File: config.mk
export PLATFORM = sky130hd
export DESIGN_NAME = ccmp_packet_number_replay_check
export DESIGN_NICKNAME = d
export VERILOG_FILES = /design/src/rtl/core/ccmp_pkg.sv /design/src/rtl/core/ccmp_csr.sv /design/src/rtl/core/ccmp_pn_core.sv /design/src/rtl/core/ccmp_packet_number_replay_check.sv
export SDC_FILE = /design/constraint.sdc
export NUM_CORES = 1
export LEC_CHECK = 0
export ABC_AREA = 1
export BUFFER_PORTS_ARGS = -buffer_cell sky130_fd_sc_hd__buf_2
export CAP_MARGIN = 20
export CORE_MARGIN = 3
export CORE_UTILIZATION = 45
export CTS_CLUSTER_DIAMETER = 50
export DETAILED_ROUTE_END_ITERATION = 10
export MAX_ROUTING_LAYER = met4
export PLACE_DENSITY_LB_ADDON = 0.2
export SYNTH_ARGS = -nofsm -noshare
export SYNTH_HDL_FRONTEND = slang
export SYNTH_SLANG_ARGS = --single-unit
export TNS_END_PERCENT = 30
File: constraint.sdc
create_clock -name clock -period 13 [get_ports clock]
set_clock_uncertainty 0.1 [all_clocks]
set_input_delay 1.3 -clock clock [delete_from_list [all_inputs] [get_ports clock]]
set_output_delay 1.3 -clock clock [all_outputs]
set_load 0.02 [all_outputs]
File: src/rtl/core/ccmp_pkg.sv
// ----------------------------------------------------------------------------
// CCMP packet number package
// Widths, codes, item types and header packing helpers that the CCMP packet
// number modules share.
// ----------------------------------------------------------------------------
package ccmp_pkg;

   localparam int QUEUES  = 16;
   localparam int QUEUE_W = 4;
   localparam int QIDX_W  = (QUEUES > 1) ? $clog2(QUEUES) : 1;
   localparam int PN_W    = 48;
   localparam int HDR_W   = 64;
   localparam int CNT_W   = 32;
   localparam int KID_W   = 2;

   localparam int REQ_TDATA_W = 72;
   localparam int RSP_TDATA_W = 152;

   localparam int CSR_ADDR_W = 3;
   localparam int CSR_DATA_W = 32;

   // Register index as carried in paddr bit 2.
   localparam logic REG_KEY_INDEX = 1'b0;

   // Extended IV flag in header byte three.
   localparam logic [7:0] EXT_IV_BIT = 8'h20;

   typedef enum logic {
      KIND_TX = 1'b0,
      KIND_RX = 1'b1
   } kind_type;

   typedef enum logic [1:0] {
      VERDICT_ACCEPT    = 2'd0,
      VERDICT_REPLAY    = 2'd1,
      VERDICT_UNCHECKED = 2'd2,
      VERDICT_AUTH_FAIL = 2'd3
   } verdict_type;

   typedef struct packed {
      kind_type             kind;
      logic [QUEUE_W-1:0]   queue;
      logic [HDR_W-1:0]     header;
      logic                 stripped;
      logic                 auth_ok;
   } req_item_type;

   typedef struct packed {
      verdict_type          verdict;
      logic [HDR_W-1:0]     header_out;
      logic [PN_W-1:0]      packet_number;
      logic [KID_W-1:0]     key_id_seen;
      logic [CNT_W-1:0]     replay_total;
   } rsp_item_type;

   // Header bytes from low to high: PN0, PN1, 0, flags, PN2..PN5.
   function automatic logic [HDR_W-1:0] pn_to_header(input logic [PN_W-1:0]  pn,
                                                     input logic [KID_W-1:0] kid);
      logic [7:0] flags;
      flags = EXT_IV_BIT | {kid, 6'b0};
      return {pn[47:16], flags, 8'h00, pn[15:0]};
   endfunction

   function automatic logic [PN_W-1:0] header_to_pn(input logic [HDR_W-1:0] hdr);
      return {hdr[63:32], hdr[15:0]};
   endfunction

endpackage

File: src/rtl/core/ccmp_csr.sv
// ----------------------------------------------------------------------------
// CCMP control register
// APB-style register file holding the transmit key index.
// ----------------------------------------------------------------------------
module ccmp_csr
   import ccmp_pkg::*;
(
   input  logic                  clock,
   input  logic                  reset,
   input  logic                  csr_psel,
   input  logic                  csr_penable,
   input  logic                  csr_pwrite,
   input  logic [CSR_ADDR_W-1:0] csr_paddr,
   input  logic [CSR_DATA_W-1:0] csr_pwdata,
   output logic [CSR_DATA_W-1:0] csr_prdata,
   output logic                  csr_pready,
   output logic [KID_W-1:0]      key_index
);

   logic [KID_W-1:0] key_index_ff;
   logic [KID_W-1:0] key_index_in;
   logic             wr_en;

   assign csr_pready = 1'b1;
   assign wr_en      = csr_psel && csr_penable && csr_pwrite && csr_pready;

   always_comb begin
      key_index_in = key_index_ff;
      if (wr_en && (csr_paddr[2] == REG_KEY_INDEX)) begin
         key_index_in = csr_pwdata[KID_W-1:0];
      end
   end

   always_ff @(posedge clock) begin
      if (reset) begin
         key_index_ff <= '0;
      end else begin
         key_index_ff <= key_index_in;
      end
   end

   always_comb begin
      csr_prdata = '0;
      if (csr_paddr[2] == REG_KEY_INDEX) begin
         csr_prdata = {{(CSR_DATA_W-KID_W){1'b0}}, key_index_ff};
      end
   end

   assign key_index = key_index_ff;

endmodule

File: src/rtl/core/ccmp_pn_core.sv
// ----------------------------------------------------------------------------
// CCMP packet number core
// Holds the transmit PN, the per-queue receive PN table and the replay
// counter, and decides one item per firing cycle.
// ----------------------------------------------------------------------------
module ccmp_pn_core
   import ccmp_pkg::*;
(
   input  logic             clock,
   input  logic             reset,
   input  logic             fire,
   input  req_item_type     item,
   input  logic [KID_W-1:0] key_index,
   output rsp_item_type     result
);

   logic [PN_W-1:0]   tx_pn_ff;
   logic [PN_W-1:0]   tx_pn_in;
   logic [PN_W-1:0]   rx_pn_ff [QUEUES];
   logic [CNT_W-1:0]  replay_ff;
   logic [CNT_W-1:0]  replay_in;
   logic [QIDX_W-1:0] qidx;
   logic [PN_W-1:0]   rx_pn;
   logic              rx_write;

   // Queue numbers past the table use its last entry.
   always_comb begin
      if ({1'b0, item.queue} >= (QUEUE_W+1)'(QUEUES)) begin
         qidx = QIDX_W'(QUEUES - 1);
      end else begin
         qidx = item.queue[QIDX_W-1:0];
      end
   end

   assign rx_pn = header_to_pn(item.header);

   always_comb begin
      tx_pn_in              = tx_pn_ff;
      replay_in             = replay_ff;
      rx_write              = 1'b0;
      result.verdict        = VERDICT_ACCEPT;
      result.header_out     = '0;
      result.packet_number  = '0;
      result.key_id_seen    = '0;
      unique case (item.kind)
         KIND_TX: begin
            tx_pn_in             = tx_pn_ff + PN_W'(1);
            result.packet_number = tx_pn_in;
            result.header_out    = pn_to_header(tx_pn_in, key_index);
         end
         KIND_RX: begin
            if (item.stripped) begin
               result.verdict = VERDICT_UNCHECKED;
            end else begin
               result.packet_number = rx_pn;
               result.key_id_seen   = item.header[31:30];
               priority if (rx_pn <= rx_pn_ff[qidx]) begin
                  replay_in      = replay_ff + CNT_W'(1);
                  result.verdict = VERDICT_REPLAY;
               end else if (!item.auth_ok) begin
                  result.verdict = VERDICT_AUTH_FAIL;
               end else begin
                  rx_write = 1'b1;
               end
            end
         end
         default: begin
         end
      endcase
      result.replay_total = replay_in;
   end

   always_ff @(posedge clock) begin
      if (reset) begin
         tx_pn_ff  <= '0;
         replay_ff <= '0;
         for (int i = 0; i < QUEUES; i++) begin
            rx_pn_ff[i] <= '0;
         end
      end else if (fire) begin
         tx_pn_ff  <= tx_pn_in;
         replay_ff <= replay_in;
         if (rx_write) begin
            rx_pn_ff[qidx] <= rx_pn;
         end
      end
   end

   a_tx_advance : assert property (@(posedge clock) disable iff (reset)
      fire && (item.kind == KIND_TX) |=> tx_pn_ff == $past(tx_pn_ff) + PN_W'(1))
      else $error("transmit PN did not advance by one");

   a_replay_only : assert property (@(posedge clock) disable iff (reset)
      fire && (result.verdict != VERDICT_REPLAY) |=> $stable(replay_ff))
      else $error("replay counter moved without a replay");

   a_accept_store : assert property (@(posedge clock) disable iff (reset)
      fire && (item.kind == KIND_RX) && (result.verdict == VERDICT_ACCEPT)
      |=> rx_pn_ff[$past(qidx)] == $past(rx_pn))
      else $error("accepted PN not stored for its queue");

   a_rx_no_tx : assert property (@(posedge clock) disable iff (reset)
      fire && (item.kind == KIND_RX) |=> $stable(tx_pn_ff))
      else $error("receive transfer changed the transmit PN");

endmodule

File: src/rtl/core/ccmp_packet_number_replay_check.sv
// ----------------------------------------------------------------------------
// CCMP packet number and replay check
// Builds transmit CCMP headers from a running PN and checks received PNs
// against a per-queue table of stored PNs, counting replays in one counter.
// ----------------------------------------------------------------------------
// An accepted request transfer goes through the input register and then the
// result register to rsp_tvalid. Throughput: one transfer per cycle while
// rsp_tready allows; the core's PN compare and increment sit between them.
// Reset (synchronous, active high) clears the transmit PN, all receive PN
// entries, the replay counter and the key index at once; no clearing pass.
module ccmp_packet_number_replay_check
   import ccmp_pkg::*;
(
   input  logic                   clock,
   input  logic                   reset,

   input  logic                   req_tvalid,
   output logic                   req_tready,
   // Fields from bit 0 up: queue[3:0], header_in[67:4], hw_stripped[68],
   // auth_ok[69], zero fill[71:70].
   input  logic [REQ_TDATA_W-1:0] req_tdata,
   // Fields from bit 0 up: kind[0].
   input  logic [0:0]             req_tuser,

   output logic                   rsp_tvalid,
   input  logic                   rsp_tready,
   // Fields from bit 0 up: verdict[1:0], header_out[65:2],
   // packet_number[113:66], key_id_seen[115:114], replay_total[147:116],
   // zero fill[151:148].
   output logic [RSP_TDATA_W-1:0] rsp_tdata,

   input  logic                   csr_psel,
   input  logic                   csr_penable,
   input  logic                   csr_pwrite,
   input  logic [CSR_ADDR_W-1:0]  csr_paddr,
   input  logic [CSR_DATA_W-1:0]  csr_pwdata,
   output logic [CSR_DATA_W-1:0]  csr_prdata,
   output logic                   csr_pready
);

   logic             in_valid_ff;
   logic             in_valid_in;
   req_item_type     in_item_ff;
   req_item_type     in_item_in;
   logic             out_valid_ff;
   logic             out_valid_in;
   rsp_item_type     out_item_ff;
   rsp_item_type     out_item_in;
   rsp_item_type     core_result;
   logic [KID_W-1:0] key_index;
   logic             req_xfer;
   logic             advance;
   logic             fire;

   ccmp_csr u_csr (
      .clock       (clock),
      .reset       (reset),
      .csr_psel    (csr_psel),
      .csr_penable (csr_penable),
      .csr_pwrite  (csr_pwrite),
      .csr_paddr   (csr_paddr),
      .csr_pwdata  (csr_pwdata),
      .csr_prdata  (csr_prdata),
      .csr_pready  (csr_pready),
      .key_index   (key_index)
   );

   // The result register frees up when it is empty or its transfer completes
   // this cycle. The input register moves into it then, and the input
   // register takes a new transfer whenever it is empty or moving, so a
   // request is taken even while a result still waits downstream.
   assign advance    = !out_valid_ff || rsp_tready;
   assign fire       = in_valid_ff && advance;
   assign req_tready = !in_valid_ff || advance;
   assign req_xfer   = req_tvalid && req_tready;

   always_comb begin
      in_item_in.kind     = kind_type'(req_tuser[0]);
      in_item_in.queue    = req_tdata[3:0];
      in_item_in.header   = req_tdata[67:4];
      in_item_in.stripped = req_tdata[68];
      in_item_in.auth_ok  = req_tdata[69];
   end

   always_comb begin
      in_valid_in = in_valid_ff;
      if (req_xfer) begin
         in_valid_in = 1'b1;
      end else if (fire) begin
         in_valid_in = 1'b0;
      end
   end

   // State updates happen in the core at the same edge that loads the result
   // register, so the next item already sees the updated PN values.
   ccmp_pn_core u_core (
      .clock     (clock),
      .reset     (reset),
      .fire      (fire),
      .item      (in_item_ff),
      .key_index (key_index),
      .result    (core_result)
   );

   assign out_item_in = core_result;

   always_comb begin
      out_valid_in = out_valid_ff;
      if (fire) begin
         out_valid_in = 1'b1;
      end else if (rsp_tready) begin
         out_valid_in = 1'b0;
      end
   end

   always_ff @(posedge clock) begin
      if (reset) begin
         in_valid_ff  <= 1'b0;
         out_valid_ff <= 1'b0;
      end else begin
         in_valid_ff  <= in_valid_in;
         out_valid_ff <= out_valid_in;
      end
   end

   always_ff @(posedge clock) begin
      if (req_xfer) begin
         in_item_ff <= in_item_in;
      end
      if (fire) begin
         out_item_ff <= out_item_in;
      end
   end

   assign rsp_tvalid = out_valid_ff;
   assign rsp_tdata  = {4'b0,
                        out_item_ff.replay_total,
                        out_item_ff.key_id_seen,
                        out_item_ff.packet_number,
                        out_item_ff.header_out,
                        out_item_ff.verdict};

endmodule

==> run_results.csv <==
group,metric,value,unit
run_status,result_of_the_run,"finished, final reports clean",
die,die-area,0.112,mm^2
sta,timing.final.setup_violations,0,
routing,routed_wirelength,146000,um
synth,simple_logic_cell_fraction_of_the_synthesized_area,0.138,
synth,synth.ff_latch_count,1048,
grt,grt_pass1_vias,32522,
grt,grtUsageMet1,0.355,
grt,gr-usage-all-layers,0.263,
synth,cell_count_after_synthesis,4588,
min_path,timing.hold.worst_path_depth,2,
min_path,holdPathEnd,"u_core.tx_pn_ff[47]",
synth,synth.lib_cells_used.distinct,39,
worst_setup_path,critical_path_arrival,7990,ps
sta,timing.final.crit_share,0.599,
grt,gr-usage-met2,0.414,
worst_setup_path,critPathRequiredTime,13210,ps
place,routabilityCongestion,0.904,
min_path,timing.hold.worst.start,"u_core.tx_pn_ff[47]",
cts,clock_tree_from_tritoncts,"yes",
grt,grt_antenna_before_repair,10,
routing,drc,0,
synth,mappedNetlistArea,0.0487,mm^2
die,core_area,0.107,mm^2
power,peakVddDrop,136,uV
cts,clock-sinks,1048,
sta,worst_slew_pin_slew,1140,ps
routing,detail_route.first_pass.iterations,6,
die,floorplan.die.height,335,um
synth,synth_compound_gate_area_share,0.0956,
cts,clk_pin_slew,60,ps
worst_setup_path,r2r_slack,5220,ps
synth,post_synth_mux_area_share,0.0395,
power,standby_leakage_power,0.0208,uW
place,io_buffers,205,
routing,drt-initial-drc-count,3451,
place,place_area,0.0505,mm^2
cts,ctsHoldBuffers,0,
min_path,worstHoldPathType,"reg2reg",
sta,finalMaxSlewViolations,0,
synth,synth_area_per_cell,10.6,um^2
grt,maximum_number_of_pins_on_one_net_before_global_route_repair,181,
synth,synth_top_family_by_area,"simple AND/OR/NAND/NOR gates",
worst_setup_path,path_class,"reg2reg",
final_layout,design_area,0.0543,mm^2
final_layout,fraction_of_final_layout_cells_sized_beyond_drive_strength_1,0.120,
final_layout,finish.net_count,4790,
synth,synth_warnings,0,
final_layout,area_growth_syn_to_layout,11.5,%
cts,insertion_delay,710,ps
die,io_pins,302,
cts,cts_repair_resize_count,0,
cts,postCtsSetupBuffers,0,
worst_setup_path,reg2reg_end,"u_core.rx_pn_ff[4][2]",
run,cap_viol_max_count,0,
die,initial_utilization,0.454,
worst_setup_path,critical_path_peak_fanout,165,
die,core.rowCount,120,
synth,synthesized_area_fraction_occupied_by_adder_cells,0.0128,
cts,htree_num_levels,3,
sta,setup-tns-final,0,ps
grt,grt_first_pass_wirelength,214000,um
worst_setup_path,cp-start-kind,"register",
synth,synth_seq_area_share,0.628,
die,horiz_die_dim,335,um
sta,rsz_0062_raised_after_global_routing,"false",
cts,numCtsBuffers,114,
sta,timing.slew.headroom,0.242,
sta,achievable-frequency,0.129,GHz
worst_setup_path,setup.worst_path.end_class,"register",
routing,ant_nets,0,
worst_setup_path,worst_r2r_path_depth,21,
routing,detail_route.wl_per_cell,23.7,um
routing,post_drt_via_cell_ratio,5.61,
power,powerDensity,146,mW/mm^2
final_layout,layout.cells.most_common_list,"sky130_fd_sc_hd__edfxtp_1, sky130_fd_sc_hd__nor2_1, sky130_fd_sc_hd__inv_1",
grt,grt_use_met3,0.0481,
place,detailed_place_hpwl,81400,um
grt,overflow,0,
grt,global_route.peak_usage_layer,"met2",
cts,cts_root_buffer,"sky130_fd_sc_hd__clkbuf_16",
cts,ctsLongestPathBuffers,3,
sta,final.min_clock_period,7780,ps
synth,yosys.area_share.xor_xnor,0.00719,
sta,timing_hold_violations_final,0,
final_layout,mostFrequentLayoutCell,"sky130_fd_sc_hd__edfxtp_1",
routing,dr_total_vias,34402,
-- worst max-delay path, cell delays in order, from the launching register on --
cell	delay, ps
sky130_fd_sc_hd__dfxtp_4	730
sky130_fd_sc_hd__buf_12	610
sky130_fd_sc_hd__buf_4	830
sky130_fd_sc_hd__mux2i_1	170
sky130_fd_sc_hd__o211ai_1	230
sky130_fd_sc_hd__o211ai_1	120
sky130_fd_sc_hd__nand2_1	130
sky130_fd_sc_hd__inv_1	90
sky130_fd_sc_hd__ha_1	300
sky130_fd_sc_hd__nand2_1	60
sky130_fd_sc_hd__nor2_1	200
sky130_fd_sc_hd__nand2_1	180
sky130_fd_sc_hd__inv_1	120
sky130_fd_sc_hd__nand4_1	90
sky130_fd_sc_hd__nor2_1	100
sky130_fd_sc_hd__nand2_1	70
sky130_fd_sc_hd__nand3_2	110
sky130_fd_sc_hd__nand3_2	100
sky130_fd_sc_hd__nor2_4	660
sky130_fd_sc_hd__nand3_4	820
sky130_fd_sc_hd__buf_4	520
sky130_fd_sc_hd__nand2_4	780
-- stage by stage --
| step | util | cells | hold slack (ps) | power (uW) | worst slack (ps) |
|---|---|---|---|---|---|
| finish | 0.507 | 6137 | 370 | 7920 | 5220 |
| global route | 0.507 | 6137 | 390 | 8180 | 4870 |
| CTS | 0.506 | 6127 | 369 | 7950 | 5200 |
| detailed placement | 0.471 | 5911 | 360 | 4710 | 5230 |
| global placement | 0.471 | 5910 | 352 | 4690 | 5250 |
| floorplan | - | 4634 | 345 | 4440 | 5910 |
-- cells in the mapped netlist --
cell | count | share of area
sky130_fd_sc_hd__nor4_1 | 7 | 0.00090
sky130_fd_sc_hd__inv_1 | 460 | 0.035
sky130_fd_sc_hd__xnor2_1 | 1 | 0.00018
sky130_fd_sc_hd__mux2i_1 | 192 | 0.039
sky130_fd_sc_hd__nor3_1 | 152 | 0.016
sky130_fd_sc_hd__nand4_1 | 56 | 0.0072
sky130_fd_sc_hd__edfxtp_1 | 960 | 0.59
sky130_fd_sc_hd__ha_1 | 50 | 0.013
sky130_fd_sc_hd__nor2_4 | 2 | 0.00046
sky130_fd_sc_hd__conb_1 | 2 | 0.00015
sky130_fd_sc_hd__nor2_1 | 712 | 0.055
sky130_fd_sc_hd__nand2_4 | 1 | 0.00023
sky130_fd_sc_hd__nand2_1 | 374 | 0.029
sky130_fd_sc_hd__o21bai_1 | 2 | 0.00031
sky130_fd_sc_hd__a211oi_1 | 1 | 0.00015
sky130_fd_sc_hd__nor2_2 | 43 | 0.0055
sky130_fd_sc_hd__o21ai_0 | 284 | 0.029
sky130_fd_sc_hd__buf_2 | 41 | 0.0042
sky130_fd_sc_hd__nand3_1 | 139 | 0.014
sky130_fd_sc_hd__a21oi_1 | 289 | 0.030
sky130_fd_sc_hd__buf_6 | 29 | 0.0067
sky130_fd_sc_hd__clkinv_1 | 50 | 0.0039
sky130_fd_sc_hd__inv_2 | 5 | 0.00039
sky130_fd_sc_hd__o211ai_1 | 194 | 0.030
sky130_fd_sc_hd__o21a_1 | 1 | 0.00015
sky130_fd_sc_hd__xor2_1 | 39 | 0.0070
sky130_fd_sc_hd__nand3_2 | 12 | 0.0025
sky130_fd_sc_hd__o22ai_1 | 43 | 0.0055
sky130_fd_sc_hd__or2_2 | 5 | 0.00064
sky130_fd_sc_hd__clkbuf_1 | 252 | 0.019
sky130_fd_sc_hd__a21boi_1 | 1 | 0.00015
sky130_fd_sc_hd__buf_1 | 12 | 0.00092
sky130_fd_sc_hd__buf_4 | 51 | 0.0079
sky130_fd_sc_hd__a21o_1 | 2 | 0.00031
sky130_fd_sc_hd__and3_1 | 1 | 0.00013
sky130_fd_sc_hd__o21ai_1 | 2 | 0.00021
sky130_fd_sc_hd__nor3_2 | 32 | 0.0066
sky130_fd_sc_hd__dfxtp_1 | 88 | 0.036
sky130_fd_sc_hd__nor3_4 | 1 | 0.00033
-- layer usage --
| metal | vias to the layer above | wire (um) | share of wire |
|---|---|---|---|
| met5 | - | 0 | 0 |
| met4 | 0 | 3310 | 0.023 |
| met3 | 216 | 13100 | 0.090 |
| met2 | 1432 | 67900 | 0.47 |
| met1 | 16896 | 61300 | 0.42 |
| li1 | 15858 | - | - |
-- kinds of logic (layout without fill, tap and decap cells) --
family | count (synthesis) | after routing
and+or+nand+nor | 1537 | 1537
DFF | 1048 | 1048
buffers and inverters | 900 | 991
AOI/OAI and AO/OA | 819 | 819
muxes | 192 | 192
adders and majority gates | 50 | 50
xor gates and xnor gates | 40 | 40
other | 2 | 57
-- flip-flops by register name (all words and copies together), names as in the netlist, named ones only --
signal / flops
rsp_tvalid: 1
rsp_tdata: 135
in_valid_ff: 1
u_csr.key_index: 2
u_core.tx_pn_ff: 48
u_core.rx_pn_ff: 768
u_core.replay_ff: 32
in_item_ff: 57
-- worst max path at each step --
stage	slack, ps	start	endpoint
6_report	5220	register	u_core.rx_pn_ff[4][2]
4_1_cts	5200	register	u_core.rx_pn_ff[4][2]
5_1_grt	4870	register	u_core.rx_pn_ff[4][2]
2_1_floorplan	5910	register	u_core.rx_pn_ff[13][0]
3_3_place_gp	5250	register	u_core.rx_pn_ff[4][11]
3_5_place_dp	5230	register	u_core.rx_pn_ff[4][10]
-- final cells by class --
| type | count | area, um^2 |
|---|---|---|
| fill | 9620 | 52900 |
| inverter | 515 | 1950 |
| sequential | 1048 | 30600 |
| clock inverter | 76 | 742 |
| tap | 1403 | 1760 |
| timing repair buffer | 260 | 1500 |
| clock buffer | 140 | 3050 |
| multi-input combinational | 2686 | 14700 |
| antenna | 9 | 22.5 |
-- power breakdown --
part | total, uW | switching (uW) | internal, uW | leakage, uW
Clock | 3280 | 1370 | 1910 | 0.00185
Combinational | 776 | 573 | 204 | 0.00853
Sequential | 3870 | 59.7 | 3810 | 0.0104
(Power assumes the default switching activity.)
